$ cat src/rtl/core/trd_pkg.sv
// -----------------------------------------------------------------------------
// Tilemap RLE decoder package
// Shared constants and the command record passed from front end to back end.
// -----------------------------------------------------------------------------
`timescale 1ns / 1ps

package trd_pkg;

  // Largest map the attribute store can hold.
  localparam int unsigned MaxTiles = 4096;
  localparam int unsigned AddrW    = $clog2(MaxTiles);
  localparam int unsigned QDepth   = 4;
  localparam int unsigned QAw      = $clog2(QDepth);

  // Decoder phases.
  localparam logic [2:0] PH_HDR_W  = 3'd0;
  localparam logic [2:0] PH_HDR_H  = 3'd1;
  localparam logic [2:0] PH_ATTR_A = 3'd2;
  localparam logic [2:0] PH_ATTR_B = 3'd3;
  localparam logic [2:0] PH_IDX_A  = 3'd4;
  localparam logic [2:0] PH_IDX_B  = 3'd5;
  localparam logic [2:0] PH_DONE   = 3'd6;
  localparam logic [2:0] PH_ERROR  = 3'd7;

  // Status codes.
  localparam logic [2:0] ST_BUSY      = 3'd0;
  localparam logic [2:0] ST_DONE      = 3'd1;
  localparam logic [2:0] ST_TRUNC     = 3'd2;
  localparam logic [2:0] ST_ATTR_OVF  = 3'd3;
  localparam logic [2:0] ST_ATTR_MISM = 3'd4;
  localparam logic [2:0] ST_IDX_OVF   = 3'd5;
  localparam logic [2:0] ST_NO_LAST   = 3'd6;
  localparam logic [2:0] ST_NO_INCR   = 3'd7;

  localparam logic [10:0] IdxEnd = 11'h7FF;

  typedef enum logic [1:0] {
    CMD_NONE = 2'd0,
    CMD_ATTR = 2'd1,
    CMD_EMIT = 2'd2
  } cmd_kind_e;

  typedef struct packed {
    cmd_kind_e        kind;
    logic [AddrW-1:0] addr;
    logic [9:0]       count;   // tiles minus one
    logic [4:0]       attr;
    logic [10:0]      index;
    logic             step;    // index rises by one per tile
    logic [2:0]       status;
    logic [7:0]       width;
    logic [7:0]       height;
  } cmd_t;

endpackage

$ cat src/rtl/core/trd_fifo.sv
// -----------------------------------------------------------------------------
// Tilemap RLE decoder command queue
// Short register queue that decouples the front end from the back end.
// -----------------------------------------------------------------------------
`timescale 1ns / 1ps

module trd_fifo (
  input  logic          clk_i,
  input  logic          rst_ni,
  input  logic          push_i,
  input  trd_pkg::cmd_t entry_i,
  output logic          full_o,
  input  logic          pop_i,
  output trd_pkg::cmd_t entry_o,
  output logic          empty_o
);
  import trd_pkg::*;

  cmd_t           slot_q [QDepth];
  logic [QAw-1:0] wr_q, rd_q;
  logic [QAw:0]   cnt_q;

  assign full_o  = (cnt_q == (QAw+1)'(QDepth));
  assign empty_o = (cnt_q == '0);
  assign entry_o = slot_q[rd_q];

  // Pointers and fill count.
  always_ff @(posedge clk_i or negedge rst_ni) begin
    if (!rst_ni) begin
      wr_q  <= '0;
      rd_q  <= '0;
      cnt_q <= '0;
    end else begin
      if (push_i) begin
        wr_q <= wr_q + QAw'(1);
      end
      if (pop_i) begin
        rd_q <= rd_q + QAw'(1);
      end
      cnt_q <= cnt_q + (QAw+1)'(push_i) - (QAw+1)'(pop_i);
    end
  end

  // Payload storage.
  always_ff @(posedge clk_i) begin
    if (push_i) begin
      slot_q[wr_q] <= entry_i;
    end
  end

endmodule

$ cat config.mk
export PLATFORM = sky130hd
export DESIGN_NAME = trd_fifo
export DESIGN_NICKNAME = d
export VERILOG_FILES = /design/src/rtl/core/trd_pkg.sv /design/src/rtl/core/trd_fifo.sv
export SDC_FILE = /design/constraint.sdc
export NUM_CORES = 1
export LEC_CHECK = 0
export BUFFER_PORTS_ARGS = -buffer_cell sky130_fd_sc_hd__buf_2
export CAP_MARGIN = 20
export CORE_UTILIZATION = 55
export DETAILED_ROUTE_END_ITERATION = 6
export GPL_TIMING_DRIVEN = 0
export PLACE_DENSITY = 0.88
export SETUP_SLACK_MARGIN = 0.05
export SLEW_MARGIN = 20
export SYNTH_ARGS = -nofsm -noshare
export SYNTH_HDL_FRONTEND = slang
export SYNTH_SLANG_ARGS = --single-unit
$ cat constraint.sdc
create_clock -name clk_i -period 5.91 [get_ports clk_i]
set_clock_uncertainty 0.1 [all_clocks]
set_input_delay 1.182 -clock clk_i [delete_from_list [all_inputs] [get_ports clk_i]]
set_output_delay 1.182 -clock clk_i [all_outputs]
set_load 0.01 [all_outputs]
* Word-level counts from Yosys, hierarchy flattened
Memories as Yosys holds them, arrays and structs flattened.
Cells that the tools add are included.
** Operators by class
- Equal/unequal tests :: 1
- Reductions and logical operators :: 1
- Mux-type cells :: 2
- Add/sub/neg operators :: 4
** Operators with widths (number)
- $add A2 B1 Y2 const B :: 2
- $add A3 B1 Y3 :: 1
- $eq A3 B3 Y1 const B :: 1
- $logic_not A3 Y1 :: 1
- $sub A3 B1 Y3 :: 1
- $mux W1 :: 2
** Storage, ports and cells
- Flip-flop bits (word level) :: 7
- Memory bits (writable) :: 240
- Input port bits :: 64
- Output and inout bits :: 62
- Memories kept :: 1
- Word-level logic and storage cells :: 12
** Memories
- slot_q :: words 4, width 60, rd ports 1, clocked after Yosys merged registers in 0, write ports 1, RTL line trd_fifo.sv:19 : cmd_t slot_q [QDepth];

* Logic depth before layout (Yosys ltp)
- Word-level depth :: 2
- Mapped depth :: 6
- Mapped depth without buffers :: 6

* Least setup slack after synthesis
Ideal clock, no wire load.
- Path type :: in2reg
- Start point :: input push_i
- End point :: memory slot_q[0][0] (netlist name) (enable)
- Data arrival time :: 2599 ps
- Path buffers :: 0
- Setup time :: 424 ps
- Cell stages on the path :: 1
- Slack :: 2787 ps
- Data required time :: 5386 ps
- Cell sequence :: and2_1
** On the way
- Longest elaborated chain between the ends :: 2
** Ends and longest elaborated chain
- from (decl) :: RTL line trd_fifo.sv:10 : input logic push_i,
- $mux W1 :: RTL line trd_fifo.sv:46 : if (push_i) begin
- $mux W1 (implied by the code) :: RTL line trd_fifo.sv:47 : slot_q[wr_q] <= entry_i;
- to (decl) :: RTL line trd_fifo.sv:19
Every way passes these cells.

==> run_results.csv <==
group,metric,value,unit
clock_network,cts_sinks,247,
yosys,ys_types,18,
yosys,ys_seq_area_share,80.98,%
critical_path,endpoint_kind,"output port",
clock_network,cts.root.buffer_cell,"clkbuf_16",
critical_path,required,4.63,ns
timing,final.min_clock_period,3.303,ns
routing,first_pass_iters,6,
routing,wire_per_inst,20.78,um
clock_network,cts.clk_slew.worst_paths,0.06,ns
clock_network,clockBufferDepth,3,
global_route,grt-ovfl-total,0,
timing,worst_slew_pin_slew,0.4685,ns
yosys,synth.top_cell.area_share,79.06,%
global_route,grt_max_degree,36,
finish,fill_cells,1002,
yosys,ys_ff_latch,247,
placement,place_hpwl,9437,um
global_route,antenna_found_initial,0,
timing,fmax,302.7,MHz
timing,setup_violations,0,
yosys,synth_area_leaders,"edfxtp_1 79%, mux4_2 14%, dfrtp_1 1.9%, buf_12 1.3%, ha_1 0.82%",
critical_path,cp.arrival,2.02,ns
finish,n_antenna_cell,0,
timing,fin_crit_sh,55.89,%
clock_network,cts_inserted_buffers,24,
clock_network,cts_resized,0,
global_route,use_met1,23.45,%
global_route,grt.total_usage,18.49,%
die,die_h,130.7,um
global_route,grt_pass1_wl,23100,um
timing,slew_violations,0,
global_route,met2_usage,32.12,%
finish,fin_util,67.81,%
critical_path,cp-start-kind,"register",
routing,drtIter0Drc,198,
die,pin_count,126,
clock_network,cts_max_level,1,
routing,drc,0,
run_status,status,"complete, no violations",
critical_path,r2r_end,"slot_q[1][17]",
clock_network,post_cts_buffers,0,
clock_network,ctsHoldBuffers,0,
routing,via_count,4055,
clock_network,clock_latency,0.50,ns
routing,wl,15310,um
global_route,grt_pass1_vias,4260,
finish,nets,574,
critical_path,cp_max_fo,10,
yosys,synthesis.area,0.009116,sq mm
placement,place.gp.congestion,0.7273,
power_and_ir_drop,vdd_drop_max,0.3285,mV
die,fp.coreArea,0.01606,sq mm
die,num_rows,46,
timing,setup_tns,0,ns
placement,io_buffers,125,
timing,finalHoldViolations,0,
yosys,syn_nets,419,
clock_network,cts_tree,"yes",
power_and_ir_drop,p_leak,0.003809,uW
die,die-area,0.01709,sq mm
routing,drtAntennaViolNets,0,
yosys,syn-instance-count,348,
power_and_ir_drop,power.density,504.3,mW/mm^2
critical_path,rr_worst_depth,4,
worst_hold_path,hold_path_class,"in2async",
global_route,busiest_layer,"met2",
critical_path,r2r_start,"wr_q[1]",
yosys,yosysWarnings,0,
global_route,gr-usage-met3,4.682,%
finish,synthToLayoutAreaGrowth,19.45,%
critical_path,reg2reg_slack,4.07,ns
flow_run,drv_cap,0,
die,dieWidth,130.7,um
routing,vias_per_cell,5.502,
finish,drive_gt1_share,45.68,%
die,initial_core_util,56.77,%
yosys,syn_area_per_cell,26.20,sq um
yosys,yosysTopAreaCell,"edfxtp_1",
timing,rsz0062_at_grt,"no",
critical_path,critPathKind,"reg2out",
timing,relSlewSlack,68.77,%
[final cells by class]
type                    instances  area (sq um)  share of cell area (%)
clock inverters                13         138.9                   1.275
repair buffers                129         705.7                   6.481
clock buffers                  31         648.1                   5.952
flip-flops and latches        247          7382                   67.79
plain buffers                  14         165.2                   1.517
multi-input cells              81          1556                   14.29
inverters                       6         22.52                  0.2068
well taps                     216         270.3                   2.482
[layer usage]
metal	vias to the layer above	routed length [um]
li1	1798	-
met1	2099	6065
met2	134	7927
met3	24	1064
met4	0	255
met5	-	0
[through the flow]
| step | instance area (sq um) | std cells | setup slack, ns | power [uW] | hold WS, ns |
|---|---|---|---|---|---|
| 2_1_floorplan | 9116 | 348 | 2.787 | 3481 | 0.3914 |
| 3_3_place_gp | 10010 | 689 | 1.606 | 3999 | 0.4066 |
| 3_5_place_dp | 10100 | 693 | 3.091 | 4061 | 0.4365 |
| 4_1_cts | 10890 | 737 | 2.512 | 5577 | 0.3920 |
| 5_1_grt | 10890 | 737 | 2.477 | 5757 | 0.3929 |
| 6_report | 10890 | 737 | 2.607 | 5492 | 0.4107 |
[kinds of logic (layout without fill, tap and decap cells)]
family	Yosys count	count (layout)	synth area share [%]
buffers and inverters	20	193	2.059
DFF	247	247	80.98
muxes	60	60	14.91
xor gates and xnor gates	5	5	0.4805
and+or+nand+nor	8	8	0.4804
adders and majority gates	7	7	1.043
AOI/OAI and AO/OA	1	1	0.05485
[synthesized netlist by cell type (all sizes together)]
cell,instances
mux4,60
xnor2,2
nor3,1
dfrtp,7
xor2,3
and3,1
clkbuf,1
nand2,2
inv,6
fa,1
buf,13
ha,6
edfxtp,240
o21ai,1
and2,4
[cell usage in the layout (no fill, tap or decap), drive strengths merged]
cell type | netlist | routed
edfxtp | 240 | 240
buf | 13 | 142
mux4 | 60 | 60
clkbuf | 1 | 32
clkinv | 0 | 10
dfrtp | 7 | 7
inv | 6 | 6
ha | 6 | 6
and2 | 4 | 4
xor2 | 3 | 3
bufinv | 0 | 3
xnor2 | 2 | 2
nand2 | 2 | 2
nor3 | 1 | 1
and3 | 1 | 1
o21ai | 1 | 1
fa | 1 | 1
[registers in the layout (all words and copies together), names as in the netlist]
register and count:
cnt_q 3, rd_q 2, slot_q 240, wr_q 2
[worst max-delay path by stage]
stage,cells past startpoint,endpoint,slack [ns],startpoint
after detailed placement,4,entry_o[34],3.09,rd_q[1]
after global placement,2,slot_q[3][26],1.61,push_i
after CTS,4,entry_o[56],2.51,rd_q[1]
after floorplan,1,slot_q[0][0],2.79,push_i
after global routing,4,entry_o[56],2.48,rd_q[1]
final,4,entry_o[56],2.61,rd_q[1]
[power by group]
part | leakage [uW] | switching [uW] | internal, uW
clock network | 0.000388 | 597 | 904
logic | 0.00114 | 831 | 788
registers | 0.00229 | 79.8 | 2290
[worst max-delay path, cell delays in order (launching register included)]
cell and delay [ns]:
dfrtp_1 0.32, clkbuf_1 0.30, buf_2 0.36, mux4_2 0.38, buf_2 0.16
(Power assumes the default switching activity.)
