**config.mk**
```make
export PLATFORM = sky130hd
export DESIGN_NAME = trd_front_flat
export DESIGN_NICKNAME = d
export VERILOG_FILES = /design/src/rtl/core/trd_pkg.sv /design/src/rtl/core/trd_if.sv /design/src/rtl/core/trd_front.sv /design/src/flat_wrapper.sv
export SDC_FILE = /design/constraint.sdc
export NUM_CORES = 1
export LEC_CHECK = 0
export BUFFER_PORTS_ARGS = -buffer_cell sky130_fd_sc_hd__buf_2
export CAP_MARGIN = 30
export CORE_MARGIN = 5
export CORE_UTILIZATION = 40
export DETAILED_ROUTE_END_ITERATION = 16
export MAX_ROUTING_LAYER = met4
export SYNTH_ARGS = -nofsm -noshare
export SYNTH_HDL_FRONTEND = slang
export SYNTH_SLANG_ARGS = --single-unit
export TNS_END_PERCENT = 20
```
**constraint.sdc**
```tcl
create_clock -name clk_i -period 14 [get_ports clk_i]
set_input_delay 2.8 -clock clk_i [delete_from_list [all_inputs] [get_ports clk_i]]
set_output_delay 2.8 -clock clk_i [all_outputs]
set_load 0.005 [all_outputs]
```
**src/rtl/core/trd_pkg.sv**
```systemverilog
// -----------------------------------------------------------------------------
// Tilemap RLE decoder package
// Shared constants and the command record passed from front end to back end.
// -----------------------------------------------------------------------------
`timescale 1ns / 1ps

package trd_pkg;

  // Largest map the attribute store can hold.
  localparam int unsigned MaxTiles = 4096;
  localparam int unsigned AddrW    = $clog2(MaxTiles);
  localparam int unsigned QDepth   = 4;
  localparam int unsigned QAw      = $clog2(QDepth);

  // Decoder phases.
  localparam logic [2:0] PH_HDR_W  = 3'd0;
  localparam logic [2:0] PH_HDR_H  = 3'd1;
  localparam logic [2:0] PH_ATTR_A = 3'd2;
  localparam logic [2:0] PH_ATTR_B = 3'd3;
  localparam logic [2:0] PH_IDX_A  = 3'd4;
  localparam logic [2:0] PH_IDX_B  = 3'd5;
  localparam logic [2:0] PH_DONE   = 3'd6;
  localparam logic [2:0] PH_ERROR  = 3'd7;

  // Status codes.
  localparam logic [2:0] ST_BUSY      = 3'd0;
  localparam logic [2:0] ST_DONE      = 3'd1;
  localparam logic [2:0] ST_TRUNC     = 3'd2;
  localparam logic [2:0] ST_ATTR_OVF  = 3'd3;
  localparam logic [2:0] ST_ATTR_MISM = 3'd4;
  localparam logic [2:0] ST_IDX_OVF   = 3'd5;
  localparam logic [2:0] ST_NO_LAST   = 3'd6;
  localparam logic [2:0] ST_NO_INCR   = 3'd7;

  localparam logic [10:0] IdxEnd = 11'h7FF;

  typedef enum logic [1:0] {
    CMD_NONE = 2'd0,
    CMD_ATTR = 2'd1,
    CMD_EMIT = 2'd2
  } cmd_kind_e;

  typedef struct packed {
    cmd_kind_e        kind;
    logic [AddrW-1:0] addr;
    logic [9:0]       count;   // tiles minus one
    logic [4:0]       attr;
    logic [10:0]      index;
    logic             step;    // index rises by one per tile
    logic [2:0]       status;
    logic [7:0]       width;
    logic [7:0]       height;
  } cmd_t;

endpackage

```
**src/rtl/core/trd_if.sv**
```systemverilog
// -----------------------------------------------------------------------------
// Tilemap RLE decoder channels
// Byte input channel and tile result channel, valid/ready handshake.
// -----------------------------------------------------------------------------
`timescale 1ns / 1ps

interface trd_byte_if;
  logic       valid;
  logic       ready;
  logic [7:0] data_byte;
  logic       stream_start;
  logic       stream_end;

  modport source (output valid, output data_byte, output stream_start,
                  output stream_end, input ready);
  modport sink   (input valid, input data_byte, input stream_start,
                  input stream_end, output ready);
endinterface


```
**src/rtl/core/trd_front.sv**
```systemverilog
// -----------------------------------------------------------------------------
// Tilemap RLE decoder front end
// Parses the byte stream, checks every command and issues tile work records.
// -----------------------------------------------------------------------------
`timescale 1ns / 1ps

module trd_front (
  input  logic          clk_i,
  input  logic          rst_ni,
  trd_byte_if.sink      in_if,
  input  logic          q_full_i,
  output logic          q_push_o,
  output trd_pkg::cmd_t q_cmd_o
);
  import trd_pkg::*;

  logic [2:0]  phase_q, phase_d;
  logic [7:0]  width_q, width_d, height_q, height_d;
  logic [15:0] total_q, total_d;
  logic [12:0] cursor_q, cursor_d;
  logic [7:0]  held_q, held_d;
  logic [10:0] last_idx_q, last_idx_d, incr_idx_q, incr_idx_d;
  logic        last_known_q, last_known_d, incr_known_q, incr_known_d;
  logic [2:0]  seen_q, seen_d;
  logic [2:0]  err_q, err_d;

  logic        accept;
  cmd_t        cmd;

  assign in_if.ready = !q_full_i;
  assign accept      = in_if.valid && !q_full_i;
  assign q_push_o    = accept;
  assign q_cmd_o     = cmd;

  // Decode one byte against the current, or freshly cleared, state.
  always_comb begin
    logic [2:0]  ph;
    logic [7:0]  b;
    logic        active, rep;
    logic [15:0] prod;
    logic [16:0] reach;
    logic [9:0]  len;
    logic [10:0] value;

    b = in_if.data_byte;
    if (in_if.stream_start) begin
      ph = PH_HDR_W;
      width_d = '0; height_d = '0; total_d = '0; cursor_d = '0; held_d = '0;
      last_idx_d = '0; last_known_d = 1'b0; incr_idx_d = '0; incr_known_d = 1'b0;
      seen_d = '0; err_d = '0;
    end else begin
      ph = phase_q;
      width_d = width_q; height_d = height_q; total_d = total_q;
      cursor_d = cursor_q; held_d = held_q;
      last_idx_d = last_idx_q; last_known_d = last_known_q;
      incr_idx_d = incr_idx_q; incr_known_d = incr_known_q;
      seen_d = seen_q; err_d = err_q;
    end
    phase_d = ph;
    active  = ph < PH_DONE;
    if (active && seen_d < 3'd7) begin
      seen_d = seen_d + 3'd1;
    end
    prod  = '0;
    reach = '0;
    len   = '0;
    value = '0;
    rep   = 1'b0;

    cmd        = '0;
    cmd.kind   = CMD_NONE;
    cmd.addr   = cursor_d[AddrW-1:0];

    case (ph)
      PH_HDR_W: begin
        width_d = b;
        phase_d = PH_HDR_H;
      end
      PH_HDR_H: begin
        height_d = b;
        prod     = 16'(width_d) * 16'(b);
        total_d  = prod;
        if ({1'b0, prod} > 17'(MaxTiles)) begin
          phase_d = PH_ERROR; err_d = ST_ATTR_OVF;
        end else begin
          phase_d = PH_ATTR_A;
        end
      end
      PH_ATTR_A: begin
        if (in_if.stream_end) begin
          phase_d = PH_ERROR; err_d = ST_TRUNC;
        end else if (b[2]) begin
          len   = {8'd0, b[1:0]};
          reach = {4'd0, cursor_d} + {7'd0, len};
          if (reach >= {1'b0, total_d}) begin
            phase_d = PH_ERROR; err_d = ST_ATTR_OVF;
          end else begin
            cmd.kind = CMD_ATTR; cmd.count = len; cmd.attr = b[7:3];
            cursor_d = cursor_d + 13'(len) + 13'd1;
          end
        end else begin
          held_d  = b;
          phase_d = PH_ATTR_B;
        end
      end
      PH_ATTR_B: begin
        len = {held_d[1:0], b};
        if (len == 10'd0) begin
          if ({3'd0, cursor_d} != total_d) begin
            phase_d = PH_ERROR; err_d = ST_ATTR_MISM;
          end else begin
            cursor_d = '0;
            phase_d  = PH_IDX_A;
          end
        end else if (in_if.stream_end) begin
          phase_d = PH_ERROR; err_d = ST_TRUNC;
        end else begin
          reach = {4'd0, cursor_d} + {7'd0, len};
          if (reach >= {1'b0, total_d}) begin
            phase_d = PH_ERROR; err_d = ST_ATTR_OVF;
          end else begin
            cmd.kind = CMD_ATTR; cmd.count = len; cmd.attr = held_d[7:3];
            cursor_d = cursor_d + 13'(len) + 13'd1;
            phase_d  = PH_ATTR_A;
          end
        end
      end
      PH_IDX_A: begin
        rep = (b[7:6] == 2'd2);
        len = {4'd0, b[5:0]};
        if (in_if.stream_end) begin
          phase_d = PH_ERROR; err_d = ST_TRUNC;
        end else if (!b[7]) begin
          held_d  = b;
          phase_d = PH_IDX_B;
        end else if (rep && !last_known_d) begin
          phase_d = PH_ERROR; err_d = ST_NO_LAST;
        end else if (!rep && !incr_known_d) begin
          phase_d = PH_ERROR; err_d = ST_NO_INCR;
        end else begin
          reach = {4'd0, cursor_d} + {7'd0, len};
          if (reach >= {1'b0, total_d}) begin
            phase_d = PH_ERROR; err_d = ST_IDX_OVF;
          end else begin
            cmd.kind  = CMD_EMIT;
            cmd.count = len;
            cmd.step  = !rep;
            cmd.index = rep ? last_idx_d : incr_idx_d + 11'd1;
            if (!rep) begin
              incr_idx_d = incr_idx_d + 11'(len) + 11'd1;
            end
            cursor_d = cursor_d + 13'(len) + 13'd1;
          end
        end
      end
      PH_IDX_B: begin
        value   = {held_d[2:0], b};
        phase_d = PH_IDX_A;
        if (!held_d[6]) begin
          if (value == IdxEnd) begin
            phase_d = PH_DONE;
          end else if ({3'd0, cursor_d} >= total_d) begin
            phase_d = PH_ERROR; err_d = ST_IDX_OVF;
          end else begin
            cmd.kind = CMD_EMIT; cmd.index = value;
            cursor_d = cursor_d + 13'd1;
          end
        end else begin
          len   = {7'd0, held_d[5:3]};
          reach = {4'd0, cursor_d} + {7'd0, len};
          if (reach >= {1'b0, total_d}) begin
            phase_d = PH_ERROR; err_d = ST_IDX_OVF;
          end else begin
            cmd.kind = CMD_EMIT; cmd.count = len; cmd.index = value;
            cursor_d     = cursor_d + 13'(len) + 13'd1;
            last_idx_d   = value;
            last_known_d = 1'b1;
            if (!incr_known_d) begin
              incr_idx_d   = value;
              incr_known_d = 1'b1;
            end
          end
        end
      end
      default: begin
      end
    endcase

    // End of stream: an unfinished map is truncated, short streams too.
    if (in_if.stream_end && active) begin
      if (phase_d == PH_ERROR) begin
        if (seen_d <= 3'd6) begin
          err_d = ST_TRUNC;
        end
      end else if (phase_d != PH_DONE) begin
        phase_d = PH_ERROR; err_d = ST_TRUNC;
      end
    end

    cmd.status = (phase_d == PH_DONE) ? ST_DONE :
                 (phase_d == PH_ERROR) ? err_d : ST_BUSY;
    cmd.width  = width_d;
    cmd.height = height_d;
  end

  // State registers advance on each accepted byte.
  always_ff @(posedge clk_i or negedge rst_ni) begin
    if (!rst_ni) begin
      phase_q <= PH_HDR_W; width_q <= '0; height_q <= '0; total_q <= '0;
      cursor_q <= '0; held_q <= '0; last_idx_q <= '0; last_known_q <= 1'b0;
      incr_idx_q <= '0; incr_known_q <= 1'b0; seen_q <= '0; err_q <= '0;
    end else if (accept) begin
      phase_q <= phase_d; width_q <= width_d; height_q <= height_d;
      total_q <= total_d; cursor_q <= cursor_d; held_q <= held_d;
      last_idx_q <= last_idx_d; last_known_q <= last_known_d;
      incr_idx_q <= incr_idx_d; incr_known_q <= incr_known_d;
      seen_q <= seen_d; err_q <= err_d;
    end
  end

endmodule

```
**src/flat_wrapper.sv**
```systemverilog
// flat-port wrapper written by rule: the top's interface ports become plain ports
module trd_front_flat import trd_pkg::*;
  (clk_i, rst_ni, q_full_i, q_push_o, q_cmd_o, in_if_valid, in_if_data_byte, in_if_stream_start, in_if_stream_end, in_if_ready);
  trd_byte_if in_if_i ();
  input  logic clk_i;
  input  logic rst_ni;
  input  logic q_full_i;
  output logic q_push_o;
  output trd_pkg::cmd_t q_cmd_o;
  input wire logic [$bits(in_if_i.valid)-1:0] in_if_valid;
  input wire logic [$bits(in_if_i.data_byte)-1:0] in_if_data_byte;
  input wire logic [$bits(in_if_i.stream_start)-1:0] in_if_stream_start;
  input wire logic [$bits(in_if_i.stream_end)-1:0] in_if_stream_end;
  output wire logic [$bits(in_if_i.ready)-1:0] in_if_ready;
  assign in_if_i.valid = in_if_valid;
  assign in_if_i.data_byte = in_if_data_byte;
  assign in_if_i.stream_start = in_if_stream_start;
  assign in_if_i.stream_end = in_if_stream_end;
  assign in_if_ready = in_if_i.ready;
  trd_front u_core (.clk_i(clk_i), .rst_ni(rst_ni), .in_if(in_if_i), .q_full_i(q_full_i), .q_push_o(q_push_o), .q_cmd_o(q_cmd_o));
endmodule
```
======== Word-level counts from Yosys, hierarchy flattened ========
Cells that the tools add are included.
operators by class
  add/subtract/negate cells ............... 17
  $mul .................................... 1
  order comparisons ....................... 9
  equal/unequal tests ..................... 12
  multiplexer cells ....................... 145
  reductions and logical operators ........ 11
operator list
  cell                                                             count
  two-way mux 13 bit                                               17
  two-way mux 11 bit                                               19
  two-way mux 3 bit                                                45
  two-way mux 15 bit                                               5
  two-way mux 8 bit                                                9
  >= comparator 17 x 16 -> 1 bit                                   4
  adder 13 x 1 -> 13 bit, second input constant                    5
  two-way mux 12 bit                                               5
  case mux 13 bit (4 select lines)                                 1
  two-way mux 10 bit                                               5
  case mux 11 bit (2 select lines)                                 2
  case mux 10 bit (4 select lines)                                 1
  two-way mux 16 bit                                               2
  two-way mux 2 bit                                                16
  adder 11 x 1 -> 11 bit, second input constant                    2
  case mux 3 bit (6 select lines)                                  1
  >= comparator 13 x 16 -> 1 bit                                   1
  greater-than comparator 16 x 13 -> 1 bit, second input constant  1
  multiplier 8 x 8 -> 16 bit                                       1
  inequality test 13 x 16 -> 1 bit                                 1
  case mux 8 bit (2 select lines)                                  1
  equality test 3 bit, second input constant                       5
  case mux 3 bit (5 select lines)                                  1
  adder 13 x 10 -> 14 bit                                          1
  25 further kinds                                                 44
storage, ports and cells
  register bits ........................... 86
  input bits .............................. 14
  output and inout port bits .............. 62
  word-level logic and storage cells ...... 207

======== Longest topological paths before layout ========
  depth in word-level cells ............... 16
  gate-level depth with buffers ........... 27
  gate-level depth less buffers ........... 24

======== Worst setup path after synthesis ========
OpenSTA, ideal clock, no wires.
  path type ............................... input to output
  from .................................... input port in_if_stream_start
  to ...................................... output port q_cmd_o[16] (netlist name)
  arrival time ............................ 8777 ps
  required time ........................... 11200 ps
  path slack .............................. 2423 ps
  stages on the path ...................... 25
  buffers on the path ..................... 5
  cells stage by stage .................... buf_2 > buf_1 > clkbuf_1 > clkbuf_1 > clkbuf_1 > nor2b_1 > nand2_1 > fa_1 > fa_1 > inv_1 > fa_1 > inv_1 > fa_1 > inv_1 > ha_1 > o21ai_0 > a21oi_1 > o2111ai_2 > mux2i_1 > or3_1 > o31ai_2 > a21boi_2 > and4_1 > o21ai_0 > and3_1
RTL lines
  item         line                source
  from (decl)  flat_wrapper.sv:12  input wire logic [$bits(in_if_i.stream_start)-1:0] in_if_stream_start;
  to (decl)    flat_wrapper.sv:9   output trd_pkg::cmd_t q_cmd_o;

==> impl_results.md <==
- Placer Congestion: 0.9773
- Non-Filler Instances: 1934
- Crit path max fanout: 26
- Core area: 0.02878 sq mm
- Number of cells on the worst hold path: 2
- Routed Antenna Nets: 0
- Number of global-route vias before repair: 11329
- Final setup vio count: 0
- Worst-Margin Slew: 948.2 ps
- # IOs: 76
- Max frequency: 83.18 MHz
- Post-Syn Nets: 1692
- PnR worst setup slack: 1977 ps
- Pre-antenna DRT Iters: 5
- Root Buffer: clkbuf_16
- Initial antenna violation count: 0
- Post-synth ARST share: 1.000
- Cell count along the critical path: 23
- Final HPWL DP: 31.11 mm
- R2R cell count: 20
- Final instance area: 0.01267 sq mm
- Layout net count: 1717
- Hold slack: 488.4 ps
- GRT Util Overall: 0.2513
- Avg Cell Area, Syn: 7.681 sq um
- Worst ir drop on vdd: 0.00006592 V
- Gate Count Post-Synth: 1520
- Synthesized cell area: 0.01167 sq mm
- Pleak: 5.852 nW
- CP endpoint kind: output pin
- DRT Wirelength: 41.02 mm
- Via/cell ratio: 5.940
- Rows: 62
- CP max stage delay: 650 ps
- Crit path time final: 12020 ps
- Placed insts: 1918
- H-tree levels: 3
- CP Data Arrival Time: 9220 ps
- Pwr per Cell Area: 85.37 mW/mm^2
- Largest net degree at the start of global routing: 54
- Max Slew Vio Count: 0
- Hold_buf cts: 0
- Fin. Hold Viols: 0
- Post-layout util: 0.4401
- IO Port Bufs: 75
- Seq cells post-synth: 86
- Cell family with most CP delay: compound AO/OA/AOI/OAI gates
- DIE WIDTH: 180.8 um
- Initial Util: 0.4057
- RSZ-0062 raised after global routing: no
- Status: finished clean
- Grt ovf: 0
- DIE AREA: 0.03270 sq mm
- Total Power: 1.081 mW
- Fill cells: 2923
- Setup bufs post-CTS: 0
- DR vias: 11488
- Place WS: 1991 ps
- Synth-to-layout area growth: 8.488%
- Crit Path Class: in -> out
- First-pass GRT wire length: 64.43 mm
- Total CTS buffers: 9
- Clock latency on the worst-skew pair: 370 ps
- Max Root-Sink Buffers: 2
- Diode count: 0
- CP Data Required Time: 11200 ps
- Dominant synthesized flop cell: dfrtp_1
- # resized after CTS: 0
- Drt drc: 0
- Maxcap violations: 0
- Placed Area: 0.01239 sq mm
- Slowest-stage cell, CP: nor2b_1
- Clk sinks: 86
- Share of cells above drive strength 1: 0.1026
- Hold WC Path Type: reg -> reg
- Post-synthesis sequential area ratio: 0.1843
- CTS clk-pin slew, worst paths: 70 ps
- Max-Slew Margin vs Limit: 0.3636
- Post-Route Setup TNS: 0 ps
- Die height: 180.8 um
- CP bufs+invs: 4
- Netlist cell types: 84
- Post-synth EDFFs: 0
- Most frequent CP cell: o21ai_0
- Clock skew: 14.60 ps
- Wire per inst: 21.21 um
- CP startpoint kind: input pin
- Synth warn: 0
- Iteration-0 DRC Markers: 1070
- CTS tree: built
- Cells along the critical path: buf_2 -> buf_4 -> nor2b_1 -> inv_1 -> fa_1 -> o21ai_0 -> a22o_1 -> a21oi_1 -> o21ai_0 -> nand2b_1 -> xnor2_1 -> ha_1 -> a211oi_1 -> nor2_1 -> a2111oi_0 -> o32a_1 -> a21o_1 -> nor2b_1 -> and4_1 -> a21boi_1 -> nor3_1 -> o21ai_0 -> buf_2
- Period utilization: 0.8588
-- cell type report --
class / count / area (sq um) / area share
clock buffer: 10 / 229.0 / 0.01808
timing repair buffer: 99 / 561.8 / 0.04435
inverter: 87 / 326.6 / 0.02578
clock inverter: 6 / 45.04 / 0.003556
tap: 384 / 480.5 / 0.03793
sequential: 86 / 2152 / 0.1699
multi-input combinational: 1262 / 8871 / 0.7004
-- path summary, 6_finish.rpt --
kind / slack [ps] / start / end
hold / removal: 490 / u_core.width_q[2]$_DFFE_PN0P_ / u_core.width_q[2]$_DFFE_PN0P_
max in group asynchronous: 10500 / rst_ni / u_core.total_q[5]$_DFFE_PN0P_
setup / recovery: 1980 / in_if_stream_start / q_cmd_o[17]
hold reg to reg: 490 / u_core.width_q[2]$_DFFE_PN0P_ / u_core.width_q[2]$_DFFE_PN0P_
min in group asynchronous: 2400 / rst_ni / u_core.incr_idx_q[6]$_DFFE_PN0P_
setup reg to reg: 7700 / u_core.cursor_q[1]$_DFFE_PN0P_ / u_core.cursor_q[2]$_DFFE_PN0P_
-- cell usage after synthesis (all sizes together) (17+ instances only) --
| library cell | number | area, sq um |
|---|---|---|
| nor2 | 112 | 427.9 |
| a22o | 35 | 306.5 |
| xor2 | 35 | 306.5 |
| nor2b | 39 | 244.0 |
| mux2 | 17 | 191.4 |
| o22ai | 17 | 106.4 |
| dfrtp | 86 | 2152 |
| a21o | 24 | 180.2 |
| o21ai | 110 | 558.0 |
| ha | 117 | 1464 |
| buf | 24 | 107.6 |
| nand3 | 41 | 210.2 |
| nand2 | 216 | 813.3 |
| clkbuf | 61 | 229.0 |
| fa | 41 | 820.8 |
| and2 | 65 | 406.6 |
| inv | 86 | 322.8 |
| a21oi | 94 | 478.0 |
| xnor2 | 43 | 376.6 |
| nor3 | 28 | 140.1 |
-- per-layer routing --
| layer | global-route usage | share of wire |
|---|---|---|
| met5 | - | 0 |
| met4 | 0.08621 | 0.033 |
| met3 | 0.03760 | 0.071 |
| met2 | 0.3794 | 0.44 |
| met1 | 0.3454 | 0.46 |
-- flip-flops by register name, indices dropped and copies added, names as in the netlist --
name,flops
u_core.total_q,16
u_core.held_q,8
u_core.seen_q,3
u_core.phase_q,3
u_core.incr_known_q,1
u_core.cursor_q,13
u_core.width_q,8
u_core.err_q,3
u_core.last_idx_q,11
u_core.last_known_q,1
u_core.height_q,8
u_core.incr_idx_q,11
-- logic make-up after synthesis --
kind of cell,Yosys count,synth area share
compound gates,410,0.2358
xor+xnor,78,0.05851
fa+ha+maj,163,0.2000
buf+inv,172,0.05680
flops,86,0.1843
mux,25,0.02326
simple gates,586,0.2413
-- worst min-delay path, stage by stage (launching register included) --
cell and delay [ps]:
dfrtp_1 350, nand2_1 50, nand2_1 50
-- power by group --
group          internal (mW)  switching (mW)  total, mW
registers              0.270          0.0303      0.300
clock network          0.122           0.119      0.240
logic                  0.201           0.340      0.541
-- layout by cell type (no fill, tap or decap), types with 41 or more instances in the layout --
master     n
a21oi_1   92
ha_1     117
buf_2     74
fa_1      41
dfrtp_1   86
nand2_1  215
inv_1     81
and2_1    64
o21ai_0  105
nor2_1   111
xnor2_1   43
No activity file was read; power rests on OpenSTA's default activity.
